===== src/design/pds_pkg.sv =====
// Shared types and constants for the PID drive step block.
package pds_pkg;

  localparam int ERR_W   = 25;
  localparam int INTEG_W = 48;
  localparam int ISAT_W  = 44;
  localparam int TOTAL_W = 62;

  localparam logic [2:0] CFG_TARGET         = 3'd0;
  localparam logic [2:0] CFG_KP_GAIN        = 3'd1;
  localparam logic [2:0] CFG_KI_GAIN        = 3'd2;
  localparam logic [2:0] CFG_KD_GAIN        = 3'd3;
  localparam logic [2:0] CFG_MAX_POWER      = 3'd4;
  localparam logic [2:0] CFG_TOLERANCE      = 3'd5;
  localparam logic [2:0] CFG_SETTLE_SAMPLES = 3'd6;
  localparam logic [2:0] CFG_DRIVE_MODE     = 3'd7;

  localparam logic [14:0] MIN_POWER  = 15'd1024;
  localparam logic [7:0]  SETTLE_MAX = 8'd255;

  typedef enum logic {
    OP_START  = 1'b0,
    OP_SAMPLE = 1'b1
  } op_t;

  typedef struct packed {
    logic signed [23:0] target;
    logic [15:0]        kp_gain;
    logic [15:0]        ki_gain;
    logic [15:0]        kd_gain;
    logic [14:0]        max_power;
    logic [22:0]        tolerance;
    logic [7:0]         settle_samples;
    logic [1:0]         drive_mode;
  } pds_cfg_t;

  typedef struct packed {
    op_t                     op;
    logic                    in_tol;
    logic signed [ERR_W-1:0] err;
  } pds_item_t;

endpackage


===== src/design/pds_front.sv =====
// Front end: forms the position error of an incoming beat and classifies it.
module pds_front (
  input  pds_pkg::pds_cfg_t  cfg,
  input  logic               op_bit,
  input  logic [23:0]        measured,
  output pds_pkg::pds_item_t item
);
  import pds_pkg::*;

  logic signed [15:0]      tgt_units;
  logic signed [15:0]      tgt_units_adj;
  logic signed [ERR_W-1:0] tgt_whole;
  logic signed [ERR_W-1:0] meas_ext;
  logic signed [ERR_W-1:0] err;
  logic [ERR_W-1:0]        err_mag;

  // The target's fraction is dropped toward zero.
  assign tgt_units     = cfg.target[23:8];
  assign tgt_units_adj = (cfg.target[23] && (cfg.target[7:0] != 8'h00)) ?
                         tgt_units + 16'sd1 : tgt_units;
  assign tgt_whole     = $signed({tgt_units_adj[15], tgt_units_adj, 8'h00});
  assign meas_ext      = $signed({measured[23], measured});
  assign err           = tgt_whole - meas_ext;
  assign err_mag       = err[ERR_W-1] ? ERR_W'(-err) : err;

  assign item.op     = op_t'(op_bit);
  assign item.in_tol = (err_mag <= {2'b00, cfg.tolerance});
  assign item.err    = err;

endmodule


===== config.mk =====
export PLATFORM = sky130hd
export DESIGN_NAME = pds_front
export DESIGN_NICKNAME = d
export VERILOG_FILES = /design/src/design/pds_pkg.sv /design/src/design/pds_front.sv
export SDC_FILE = /design/constraint.sdc
export NUM_CORES = 1
export LEC_CHECK = 0
export ABC_CLOCK_PERIOD_IN_PS = 10400
export BUFFER_PORTS_ARGS = -buffer_cell sky130_fd_sc_hd__buf_2
export CORE_UTILIZATION = 34
export DETAILED_ROUTE_END_ITERATION = 16
export PLACE_DENSITY = 0.72
export SLEW_MARGIN = 10
export SYNTH_ARGS = -nofsm -noshare
export SYNTH_HDL_FRONTEND = slang
export SYNTH_SLANG_ARGS = --single-unit

===== constraint.sdc =====
create_clock -name vclk -period 10.4
set_input_delay 2.08 -clock vclk [all_inputs]
set_output_delay 2.08 -clock vclk [all_outputs]
set_load 0.01 [all_outputs]

; ---- Yosys cells after proc, flatten, opt, wreduce, memory -nomap -nowiden
; Index checks and enable logic that the tools add are counted.
[word_totals]
latch_bits = 0
reg_bits = 0
word_cells = 8
rom_bits = 0
mem_bits_rw = 0
memories = 0
inputBits = 145
[classes]
n_lt_le_gt_ge = 1
div_mod_pow = 0
add_sub_neg = 3
n_reduce_logical = 2
bitwise_logic = 0
mul = 0
n_mux = 2
n_shift = 0
n_eq_ne = 0
[ops]
columns = op, count
row1 = <= comparator 25 x 23 -> 1 bit, 1
row2 = 2-to-1 mux 25 bit, 1
row3 = negator 25 bit, 1
row4 = subtractor 24 x 24 -> 25 bit, 1
row5 = "adder 16 x 2 -> 16 bit, second input constant", 1
row6 = 2-to-1 mux 16 bit, 1
row7 = nonzero test 8 bit, 1
row8 = logical AND 1 bit, 1

; ---- Logic depth before layout (Yosys ltp)
[logic_depth]
ltp_word = 7
mapped_depth = 27

; ---- Worst setup path before layout
; No wires, ideal clock.
[synth_path]
kind = input to output
start = input port cfg[96] (netlist bit)
end = output port item[25] (netlist bit)
n_path_buf = 0
path_stages = 21
t_required_ns = 8.320
arrival_ns = 7.003
path_slack_ns = 1.317
cell_sequence = nor4_1 a21oi_1 mux2_2 ha_1 nand3b_1 nor3_1 o211ai_1 or3_1 nor4_2 o211ai_2 o31a_1 xor2_1 ha_1 a21o_1 a21o_1 a21oi_1 o311ai_0 a211o_1 a221oi_1 o21ai_0 o22ai_1
[synth_rtl]
columns = item, line_no
row1 = from (decl), pds_front.sv:3  ; input pds_pkg::pds_cfg_t cfg,
row2 = to (decl), pds_front.sv:6  ; output pds_pkg::pds_item_t item

==> impl_metrics.yaml <==
run_status:
  outcome: "complete, no violations"
yosys:
  yosysSeqAreaShare: 0
  syn_area_per_cell_um2: 6.847
  ys_warnings: 0
  synth_cell_type_count: 68
  syn-cell-area_mm2: 0.002869
  netlist_instances: 419
  postSynthNetCount: 605
critical_path:
  cp_slowest_stage_delay_ns: 0.45
  critical_path.n_buffers_inverters: 2
  start_kind: "input pin"
  critical-path-top-delay-family: "compound AO/OA/AOI/OAI gates"
  worstSetupStartpoint: "cfg[101]"
  crit_arrival_ns: 7.85
  crit_chain: "buf_2, nor4_1, a21oi_2, mux2_2, ha_1, nand3b_1, nor3_1, o211ai_1, or3_1, nor4_2, o211ai_2, o31a_1, xor2_1, ha_1, a21o_1, a21o_1, a21oi_1, o311ai_0, a211o_1, a221oi_1, o21ai_0, o22ai_1, buf_2"
  crit_path_end_kind: "primary output"
  timing.critical_path.slowest_stage_cell: "sky130_fd_sc_hd__or3_1"
  worst_ep_required_time_ns: 8.32
  timing_worst_setup_path_type: "input pin to primary output"
  worst-path-max-fanout: 7
placement:
  placed_area_mm2: 0.003421
  port_buffers: 97
  finalWeightedCongestion: 0.9093
  dpl.cell_count: 610
  hpwl_um: 6834
timing:
  period_needed_ns: 9.933
  worst_slew_margin_rel: 0.4999
  report.final.setup_viol: 0
  summed_negative_setup_slack_over_all_endpoints_ns: 0
  hold_violation_count_in_the_final_report: 0
  slew_violations: 0
  timing.fmax_mhz: 100.7
  max_slew.worst_pin.slew_ns: 0.7445
  final.period_utilization: 0.9551
  grt_setup_unrepaired: "no"
drt:
  total_routed_wirelength_um: 7781
  detailed_route_via_count: 3211
  routedWlPerCell_um: 12.76
  route.detailed.drc: 0
  detailedRoute.firstIterationViolations: 142
  firstDrtPassIters: 4
  final_antenna_net_count: 0
  detail_route.vias_per_cell: 5.264
cells_and_area:
  area.sequential_um2: 0
  layout-area-overhead-vs-synth_pct: 19.67
  highest_count_cells_in_the_layout_ignoring_fill_and_taps: "97 x sky130_fd_sc_hd__buf_2, 56 x sky130_fd_sc_hd__inv_1, 41 x sky130_fd_sc_hd__ha_1"
  n_sequential_cell: 0
  final_common_cell: "sky130_fd_sc_hd__buf_2"
  antennaDiodeCount: 0
  final_core_utilization: 0.4200
  instances_no_fill: 610
  layout.nets: 693
  clock_tree_buffer_count_of_the_final_layout: 0
  proportion_of_layout_cells_with_a_drive_suffix_above_1: 0.2396
  final_area_mm2: 0.003433
power:
  max-vdd-ir-drop_uv: 24.27
  power_total_w: 0.0002660
  power.leakage_nw: 1.725
  p_per_area_mw_per_mm2: 77.49
grt:
  grt_max_degree: 18
  grt_remaining_overflow: 0
  globalRouteTotalUtil: 0.1726
  grt_pass1_vias: 2859
  number_of_antenna_violations_at_the_first_check_in_global_routing: 0
  grt_pass1_wl_um: 12810
hold_path:
  hp-class: "input pin to primary output"
  min_from: "op_bit"
  worst_hold_path.num_cells: 0
  worstHoldEndpoint: "item[26]"
die:
  chipWidth_um: 93.86
  floorplan.initialDensity: 0.3509
  die_height_um: 93.86
  io_pins: 172
  fp.coreArea_mm2: 0.008175
  row_count: 33
  die_area_mm2: 0.008810
flow_run:
  drv.max_cap_violation_count: 0
cts:
  post_cts_repair_timing_setup_buffer_count: 0
-- power by group --
group | switching [W] | internal (W)
Sequential | 0 | 0
Combinational | 0.000151 | 0.000115
Clock | 0 | 0
-- final cells by class --
type / count / area (um^2)
Multi-Input combinational cell: 350 / 2592
Inverter: 57 / 216.5
Timing Repair Buffer: 98 / 493.0
Fill cell: 865 / 4742
Tap cell: 105 / 131.4
-- synthesized netlist by cell type (all sizes together), types with 5 or more instances --
cell type	count	area, um^2
nor3	9	45.04
a21o	13	97.59
xor2	13	113.9
o21ai	21	105.1
buf	6	50.04
ha	41	513.0
o211ai	5	47.54
a21oi	20	100.1
a31oi	5	46.29
nor2	28	105.1
and3	8	50.05
or4	7	56.30
clkbuf	6	22.52
nand3	14	70.07
inv	57	216.5
o31ai	7	67.57
xnor2	31	271.5
nand2	27	101.4
or3	8	50.05
nor4	11	96.34
nor2b	5	31.28
nand4	15	93.84
-- cells by family (layout without fill, tap and decap cells) --
family / count (synthesis) / count (layout) / share of synthesized area
muxes: 3 / 3 / 0.01090
buffers and inverters: 69 / 155 / 0.1007
and+or+nand+nor: 153 / 153 / 0.2983
xor gates and xnor gates: 44 / 44 / 0.1343
AOI/OAI and AO/OA: 109 / 109 / 0.2769
adders and majority gates: 41 / 41 / 0.1788
-- routing by layer --
layer,global-route usage,share of wire,routed length [um]
met1,0.2510,0.51,3975
met4,0.01923,0.0090,70
met5,0,0,0
met3,0.009709,0.052,407
met2,0.2853,0.43,3327
-- worst max path at each step --
stage / cells after the start / end / slack [ns]
final: 23 / item[25] / 0.47
after global routing: 23 / item[25] / 0.02
after CTS: 28 / item[25] / 0.28
after detailed placement: 28 / item[25] / 0.31
after global placement: 28 / item[25] / 0.45
after floorplan: 21 / item[25] / 1.32
-- through the flow --
step	hold slack [ns]	setup slack, ns
after floorplan	4.252	1.317
after global routing	4.160	0.02149
after CTS	4.160	0.2812
after detailed placement	4.160	0.3053
final	4.160	0.4666
after global placement	4.160	0.4529
-- what timing repair did --
action | CTS | global route
endpoints found under the setup margin | 0 | 1
hold endpoints to repair | 0 | 0
resized for setup | 0 | 3
hold buffers | 0 | 0
Power figures use the tool's default switching activity.
