--- config.mk ---
export PLATFORM = sky130hd
export DESIGN_NAME = pds_queue
export DESIGN_NICKNAME = d
export VERILOG_FILES = /design/src/design/pds_pkg.sv /design/src/design/pds_queue.sv
export SDC_FILE = /design/constraint.sdc
export NUM_CORES = 1
export LEC_CHECK = 0
export BUFFER_PORTS_ARGS = -buffer_cell sky130_fd_sc_hd__clkbuf_2
export CAP_MARGIN = 20
export CELL_PAD_IN_SITES_DETAIL_PLACEMENT = 1
export CELL_PAD_IN_SITES_GLOBAL_PLACEMENT = 1
export CORE_MARGIN = 4
export CORE_UTILIZATION = 26
export DETAILED_ROUTE_END_ITERATION = 6
export PLACE_DENSITY = 0.44
export SYNTH_ARGS = -nofsm -noshare
export SYNTH_HDL_FRONTEND = slang
export SYNTH_SLANG_ARGS = --single-unit
export TNS_END_PERCENT = 30
--- constraint.sdc ---
create_clock -name clk -period 3.08 [get_ports clk]
set_clock_uncertainty 0.15 [all_clocks]
set_input_delay 0.616 -clock clk [delete_from_list [all_inputs] [get_ports clk]]
set_output_delay 0.616 -clock clk [all_outputs]
set_load 0.02 [all_outputs]
--- src/design/pds_pkg.sv ---
// Shared types and constants for the PID drive step block.
package pds_pkg;

  localparam int ERR_W   = 25;
  localparam int INTEG_W = 48;
  localparam int ISAT_W  = 44;
  localparam int TOTAL_W = 62;

  localparam logic [2:0] CFG_TARGET         = 3'd0;
  localparam logic [2:0] CFG_KP_GAIN        = 3'd1;
  localparam logic [2:0] CFG_KI_GAIN        = 3'd2;
  localparam logic [2:0] CFG_KD_GAIN        = 3'd3;
  localparam logic [2:0] CFG_MAX_POWER      = 3'd4;
  localparam logic [2:0] CFG_TOLERANCE      = 3'd5;
  localparam logic [2:0] CFG_SETTLE_SAMPLES = 3'd6;
  localparam logic [2:0] CFG_DRIVE_MODE     = 3'd7;

  localparam logic [14:0] MIN_POWER  = 15'd1024;
  localparam logic [7:0]  SETTLE_MAX = 8'd255;

  typedef enum logic {
    OP_START  = 1'b0,
    OP_SAMPLE = 1'b1
  } op_t;

  typedef struct packed {
    logic signed [23:0] target;
    logic [15:0]        kp_gain;
    logic [15:0]        ki_gain;
    logic [15:0]        kd_gain;
    logic [14:0]        max_power;
    logic [22:0]        tolerance;
    logic [7:0]         settle_samples;
    logic [1:0]         drive_mode;
  } pds_cfg_t;

  typedef struct packed {
    op_t                     op;
    logic                    in_tol;
    logic signed [ERR_W-1:0] err;
  } pds_item_t;

endpackage

--- src/design/pds_queue.sv ---
// Small FIFO of classified items between the front end and the back end.
module pds_queue #(
  parameter int DEPTH = 4
) (
  input  logic               clk,
  input  logic               rst,
  input  logic               wr_en,
  input  pds_pkg::pds_item_t wr_item,
  output logic               full,
  input  logic               rd_en,
  output pds_pkg::pds_item_t rd_item,
  output logic               empty
);
  import pds_pkg::*;

  localparam int PTR_W = (DEPTH > 1) ? $clog2(DEPTH) : 1;
  localparam int CNT_W = $clog2(DEPTH + 1);

  pds_item_t        entries [DEPTH];
  logic [PTR_W-1:0] wr_ptr;
  logic [PTR_W-1:0] rd_ptr;
  logic [CNT_W-1:0] count;
  logic             do_wr;
  logic             do_rd;

  assign full    = (count == CNT_W'(DEPTH));
  assign empty   = (count == '0);
  assign do_wr   = wr_en && !full;
  assign do_rd   = rd_en && !empty;
  assign rd_item = entries[rd_ptr];

  always_ff @(posedge clk) begin
    if (do_wr) begin
      entries[wr_ptr] <= wr_item;
    end
  end

  always_ff @(posedge clk) begin
    if (rst) begin
      wr_ptr <= '0;
      rd_ptr <= '0;
      count  <= '0;
    end else begin
      if (do_wr) begin
        wr_ptr <= (wr_ptr == PTR_W'(DEPTH - 1)) ? '0 : wr_ptr + 1'b1;
      end
      if (do_rd) begin
        rd_ptr <= (rd_ptr == PTR_W'(DEPTH - 1)) ? '0 : rd_ptr + 1'b1;
      end
      if (do_wr && !do_rd) begin
        count <= count + 1'b1;
      end else if (do_rd && !do_wr) begin
        count <= count - 1'b1;
      end
    end
  end

endmodule

======== Yosys cells after proc, flatten, opt, wreduce, memory -nomap -nowiden ========
Memory sizes are Yosys's and may differ from the RTL's. A register that Yosys moved wholly into a read port is not among the register bits.
Cells that the tools add are included.
operators by class
  add/subtract/negate cells ............... 4
  eq/ne operators ......................... 3
  mux-type cells .......................... 8
  reduce and logical (&&, ||, !) cells .... 10
operator list
  cell                 number
  $mux 2               4
  $mux 3               2
  $add 2x1->2 const B  2
  $eq 2x2->1 const B   2
  $logic_and 1x1->1    4
  $logic_not 1->1      4
  $add 3x1->3 const B  1
  $eq 3x3->1 const B   1
  $logic_not 3->1      1
  $sub 3x1->3 const B  1
  $mux 1               2
  $reduce_bool 2->1    1
word-level totals
  flip-flop bits (word level) ............. 7
  bits in writable memories ............... 108
  input bits .............................. 31
  output and inout bits ................... 29
  memories kept ........................... 1
memory list
  name     depth  width  read ports  clocked after Yosys merged registers in  wr ports  line             source
  entries  4      27     1           1                                        1         pds_queue.sv:19  pds_item_t entries [DEPTH];

======== Longest topological paths before layout ========
Gate-level depths: netlist (run 1).
  word-level depth ........................ 7
  mapped depth ............................ 10

======== Worst setup path after synthesis (run 1) ========
OpenSTA, ideal clock, no wires.
  path type ............................... input port to flip-flop
  start point ............................. in wr_en
  end point ............................... reg count[2]
  data arrival time ....................... 2.076 ns
  required time ........................... 2.860 ns
  path slack .............................. 0.784 ns
  stages .................................. 8
  path buffers ............................ 0
  path through ............................ bufinv_8 nor2_2 ha_1 inv_1 fa_1 xor2_1 or3_1 a21oi_1
on the way
  cells in the longest elaborated chain, start to end .. 4
  elaborated cells between the ends (all ways) .. 6
ends and longest elaborated chain
  item                                line             source
  from (decl)                         pds_queue.sv:7   input logic wr_en,
  $logic_and 1x1->1 (*)               pds_queue.sv:28  assign do_wr = wr_en && !full;
  via do_wr                           pds_queue.sv:23  logic do_wr;
  $logic_not 1->1                     pds_queue.sv:52  end else if (do_rd && !do_wr) begin
  $logic_and 1x1->1                   pds_queue.sv:52
  $reduce_bool 2->1 (no source line)  n/a
  to (signal assigned)                pds_queue.sv:51  count <= count + 1'b1;
  to (signal assigned)                pds_queue.sv:53  count <= count - 1'b1;
  to (decl)                           pds_queue.sv:22  logic [CNT_W-1:0] count;
The timed path passes the listed nets; every way through them passes the cells marked *.
A chain may end at the register's enable or synchronous reset.

==> results of run 1 <==
-- registers in the layout, indices dropped and copies added, names as in the netlist, named ones only --
register  flops
entries     108
count         3
rd_ptr        2
wr_ptr        2
-- cell type report --
| type | count | area (sq um) | area share, % |
|---|---|---|---|
| clock inverters | 8 | 60.1 | 1.10 |
| repair buffers | 65 | 353 | 6.44 |
| flip-flops and latches | 117 | 3430 | 62.5 |
| multi-input cells | 61 | 883 | 16.1 |
| well taps | 220 | 275 | 5.02 |
| inverters | 5 | 37.5 | 0.685 |
| clock buffers | 23 | 448 | 8.17 |
-- metrics by stage --
stage / hold slack, ps / instances / power (mW) / util [%]
floorplan: 313 / 191 / 2.76 / -
finish: 282 / 499 / 4.75 / 33.1
global placement: 337 / 468 / 3.11 / 30.0
global route: 265 / 499 / 5.00 / 33.1
CTS: 262 / 499 / 4.85 / 33.1
detailed placement: 363 / 468 / 3.12 / 30.0
-- placed cells by master (no fill, tap or decap), drive strengths merged, types with 3 or more instances in the layout --
cell / n
edfxtp: 108
clkbuf: 82
mux4: 27
dfxtp: 9
clkinv: 8
ha: 6
buf: 6
and3: 4
nor2: 4
inv: 3
a21oi: 3
-- how the worst min path moves through the flow --
stage | slack (ps) | to | depth (start not counted) | startpoint
floorplan | 310 | flip-flop | 2 | rd_ptr[0]
global placement | 340 | flip-flop | 2 | rd_ptr[0]
detailed placement | 360 | flip-flop | 2 | rd_ptr[0]
CTS | 260 | entries[0][9] | 1 | wr_item[9]
global route | 270 | entries[0][12] | 1 | wr_item[12]
finish | 280 | entries[2][22] | 1 | wr_item[22]
-- power breakdown --
group,switching (mW),total (mW),internal (mW)
logic,0.585,1.02,0.437
registers,0.100,2.03,1.93
clock network,0.614,1.70,1.08
total,1.30,4.75,3.45
-- kinds of logic after synthesis --
family	after synthesis	share of synthesized area (%)
XOR/XNOR	2	0.398
buffers and inverters	13	2.22
AND/OR/NAND/NOR	16	1.99
AO/OA/AOI/OAI	7	1.14
multiplexers	29	14.3
adder cells (fa/ha/maj)	7	2.16
flip-flops	117	77.8
-- per-layer routing --
| metal | vias to the layer above | routed length [microns] | track usage [%] |
|---|---|---|---|
| met1 | 1088 | 3890 | 11.6 |
| met5 | - | 0 | 0 |
| met4 | 0 | 150 | 4.84 |
| met2 | 54 | 4570 | 16.5 |
| li1 | 944 | - | - |
| met3 | 10 | 379 | 3.76 |
==> out/qor.csv, run 1 <==
stage;metric;value;unit
status;outcome;completed;
sta;tns;0;ps
placed_design;io_buffers;59;
sta;period_needed;2730;ps
synth;synth_flop_cell;edfxtp_1;
critical_path;max_stage_delay;560;ps
synth;yosys-top-cells-area;edfxtp_1, mux4_2, dfxtp_1;
power;ir_drop;0.380;mV
clock_network;cts.sinks;117;
synth;yosysMostFrequentCell;edfxtp_1;
synth;seq_area_frac_synth;77.8;%
layout;num-fill-cells;1685;
layout;fin_nets;305;
sta;max_freq;0.367;GHz
synth;synth_top_area_share;73.7;%
synth;synth.largest_area_cell;edfxtp_1;
clock_network;cts_made_buffers;17;
layout;layout-drive-gt1-share;44.4;%
global_route;antenna_found_initial;0;
placed_design;dp.final_hpwl;5.33;mm
floorplanning;core_area;16600;sq um
route;viasPerCell;4.20;
floorplanning;fp.dieH;138;microns
sta;worstMarginPinSlew;479;ps
synth;yosysWarnings;0;
power;p_per_area;866;nW/um^2
floorplanning;num_rows;47;
synth;syn_area_per_cell;23.0;sq um
sta;finalHoldViolations;0;
critical_path;worstReg2RegEnd;count[2];
synth;synth_edf_count;108;
synth;ys_types;27;
clock_network;cts_hold_buffers;0;
sta;drv_slew;0;
floorplanning;die_w;138;microns
synth;syn_nets;229;
sta;final.setup.worst_slack;352;ps
critical_path;crit_cells;3;
clock_network;htreeDepth;4;
global_route;track_usage;10.1;%
min_path;hp-class;in -> reg;
layout;syn_to_final_growth;24.6;%
clock_network;insertion_delay;400;ps
critical_path;reg2reg_depth;9;
clock_network;cts_root_buf;clkbuf_16;
critical_path;cp.arrival;1960;ps
sta;rsz0062_at_grt;false;
placed_design;dp_slack;516;ps
placed_design;dpl-instance-area;4970;sq um
global_route;grt_pass1_wl;14.1;mm
power;power.leakage;1.90;nW
synth;synth-seq-cells;117;
route;via_count;2096;
critical_path;cp_num_buf_inv;2;
critical_path;endpoint_kind;output port;
synth;synth_cells;191;
global_route;grt_pass1_vias;2424;
clock_network;clk_pin_slew_worst_paths;50;ps
route;drt_iter0_markers;61;
clock_network;postCtsSetupRepairBufs;0;
route;ant_nets;0;
route;first_pass_iters;4;
critical_path;crit_type;reg -> out;
clock_network;cts-root-to-sink-buffers;2;
sta;fin_crit_sh;88.6;%
clock_network;post_cts_resized;0;
placed_design;place_congestion;0.719;
layout;stdcell_area;5480;sq um
synth;ys_async_sr_fraction;0;%
critical_path;crit_chain;buf_12 > mux4_2 > clkbuf_2;
critical_path;worst_path_max_delay_cell;dfxtp_2;
global_route;grt_max_degree;28;
floorplanning;die_area;19100;sq um
floorplanning;num_io_pins;60;
job;drv_cap;0;
floorplanning;initial_core_util;26.5;%
route;routed_wl;8.99;mm
layout;diodes;0;
synth;synthTopCellsByCount;edfxtp_1, mux4_2, dfxtp_1;
critical_path;start_kind;flip-flop;
critical_path;cp_top_family;flip-flops;
critical_path;critPathCapture;rd_item[20];
synth;synth_area;4400;sq um
sta;finalSetupViolCount;0;
route;wire_per_inst;18.0;microns
global_route;grt.overflow.total;0;
clock_network;tritoncts;done;
critical_path;cp.required;2310;ps
critical_path;worstPathMaxFanout;19;
critical_path;regToRegStartpoint;count[0];
sta;timing.slew.headroom;68.1;%
route;drc_errors;0;
critical_path;rrSetupSlack;620;ps
Note: power is estimated with default switching activity, not from simulation.
==> inputs of run 2 (changes only) <==
- PLACE_DENSITY: 0.44 -> 0.48
- RECOVER_POWER: unset -> 50
==> run 2 against run 1 <==
  * Non-clock buffer count grew 5
  * Critical endpoint is now rd_item[25]
  * Combinational power barely moved
  * Largest power group is now the clock network
  * Clock power rose by 22%
  * Final cell count up 1.2%
==> out/qor.csv, run 2 (synthesized netlist as in run 1, its figures left out) <==
stage;metric;value;unit;change
placed_design;place_congestion;0.637;;-11%
critical_path;crit_type;reg -> out;;
critical_path;reg2reg_depth;9;;unchanged
global_route;track_usage;10.0;%;-0.028 points
sta;rsz0062_at_grt;false;;
critical_path;max_stage_delay;590;ps;+30 ps
clock_network;htreeDepth;4;;unchanged
critical_path;endpoint_kind;output port;;
critical_path;worstPathMaxFanout;17;;-2
placed_design;dp_slack;494;ps;-21.4 ps
sta;drv_slew;0;;unchanged
power;p_per_area;915;nW/um^2;+5.7%
route;routed_wl;8.77;mm;-2.5%
route;drt_iter0_markers;114;;+87%
clock_network;cts_made_buffers;17;;unchanged
floorplanning;die_area;19100;sq um;unchanged
critical_path;cp.arrival;1850;ps;-110 ps
floorplanning;num_io_pins;60;;unchanged
power;clock_power_share;40.6;%;+4.9 points
floorplanning;initial_core_util;26.5;%;unchanged
global_route;use_met2;15.8;%;-0.72 points
floorplanning;fp.dieH;138;microns;unchanged
sta;final.setup.worst_slack;460;ps;+108 ps
sta;worstMarginPinSlew;722;ps;+243 ps
global_route;top_usage_layer;met2;;
route;ant_nets;0;;unchanged
critical_path;cp_num_buf_inv;2;;unchanged
min_path;hp-class;in -> reg;;
sta;whs;317;ps;+35.2 ps
clock_network;postCtsSetupRepairBufs;0;;unchanged
critical_path;cp.required;2310;ps;about the same
floorplanning;die_w;138;microns;unchanged
power;switchingPower;1.32;mW;+1.8%
global_route;antenna_found_initial;0;;unchanged
global_route;grt_pass1_vias;2368;;-2.3%
critical_path;crit_chain;buf_4 > mux4_2 > clkbuf_2;;
sta;finalHoldViolations;0;;unchanged
layout;top_regs;entries (108), count (3);;
route;wire_per_inst;17.4;microns;-3.7%
power;power.leakage;1.89;nW;-0.53%
route;drc_errors;0;;unchanged
critical_path;start_kind;flip-flop;;
floorplanning;num_rows;47;;unchanged
critical_path;worst_path_max_delay_cell;mux4_2;;
layout;layout_common_cells;edfxtp_1, clkbuf_2, clkbuf_1;;
clock_network;insertion_delay;410;ps;about the same
clock_network;cts_hold_buffers;0;;unchanged
min_path;whs_endpoint;entries[0][22];;
power;comb_power_share;20.2;%;-1.3 points
critical_path;regToRegStartpoint;count[0];;
layout;layout_commonest_cell;edfxtp_1;;
layout;largest_reg_flops;108;;unchanged
route;viasPerCell;4.17;;-0.62%
route;via_count;2108;;+0.57%
job;drv_cap;0;;unchanged
sta;max_freq;0.382;GHz;+4.1%
sta;finalSetupViolCount;0;;unchanged
placed_design;io_buffers;59;;unchanged
layout;stdcell_area;5570;sq um;+1.6%
critical_path;rrSetupSlack;520;ps;-100 ps
sta;tns;0;ps;unchanged
clock_network;cts_root_buf;clkbuf_16;;
clock_network;tritoncts;done;;
sta;period_needed;2620;ps;-108 ps
power;internal-power;3.78;mW;+9.5%
power;p_seq_share;39.3;%;-3.5 points
global_route;met1_usage;12.1;%;+0.41 points
clock_network;cts.sinks;117;;unchanged
power;ir_drop;0.391;mV;+2.9%
critical_path;worstReg2RegEnd;count[2];;
layout;syn_to_final_growth;26.7;%;
clock_network;clk_pin_slew_worst_paths;50;ps;about the same
clock_network;post_cts_resized;0;;unchanged
layout;fin_nets;310;;+1.6%
critical_path;cp_top_family;multiplexers;;
global_route;grt.overflow.total;0;;unchanged
global_route;grt_max_degree;28;;unchanged
clock_network;cts-root-to-sink-buffers;2;;unchanged
layout;layout-drive-gt1-share;36.1;%;-8.3 points
sta;timing.slew.headroom;51.9;%;-16 points
placed_design;dp.final_hpwl;5.66;mm;+6.1%
layout;diodes;0;;unchanged
layout;largest_register;entries;;
power;finalPower;5.10;mW;+7.4%
min_path;worstHoldPathCells;1;;unchanged
floorplanning;core_area;16600;sq um;unchanged
power;swShare;25.9;%;-1.4 points
sta;fin_crit_sh;85.1;%;-3.5 points
global_route;grt_pass1_wl;14.0;mm;-1.0%
status;outcome;completed;;
layout;num-fill-cells;1687;;+0.12%
route;first_pass_iters;4;;unchanged
global_route;grt_use_met3;3.56;%;-0.21 points
placed_design;dpl-instance-area;5000;sq um;+0.50%
min_path;min_from;wr_item[22];;
-- run 2: changes by cell type in the layout (fill, tap and decap cells not counted), sizes merged --
| cell | previous run | this run |
|---|---|---|
| buf | 6 | 11 |
| bufinv | 2 | 6 |
| clkbuf | 82 | 79 |
| clkinv | 8 | 6 |
| clkinvlp | 0 | 2 |
-- run 2: layout make-up --
cell class	count	area (sq um)	area share, %
multi-input cells	61	873	15.7
flip-flops and latches	117	3430	61.5
clock buffers	20	437	7.84
clock inverters	12	184	3.30
inverters	5	33.8	0.606
well taps	220	275	4.94
repair buffers	70	344	6.17
-- run 2: power by group through the flow --
stage	Combinational, mW	Clock (mW)	Sequential [mW]
detailed placement	1.07	0	2.04
global route	1.13	2.19	2.03
CTS	1.08	2.12	2.01
floorplan	0.754	0	2.00
global placement	1.07	0	2.03
finish	1.03	2.07	2.00
-- run 2: per-layer routing --
layer,share of wire (%),routed length [microns]
met1,44,3840
met2,50,4360
met5,0,0
met3,4.1,358
met4,2.3,203
-- run 2: per-stage QoR --
step                      instances  util, %
after floorplan                 191        -
after global placement          473     30.1
after detailed placement        473     30.1
after CTS                       505     33.9
after global routing            505     33.6
final                           505     33.6
-- run 2: worst max-delay path by stage --
stage,end,depth (start not counted)
3_3_place_gp,count[2],9
3_5_place_dp,count[2],9
5_1_grt,rd_item[20],3
2_1_floorplan,count[2],8
6_report,rd_item[25],3
4_1_cts,rd_item[20],3
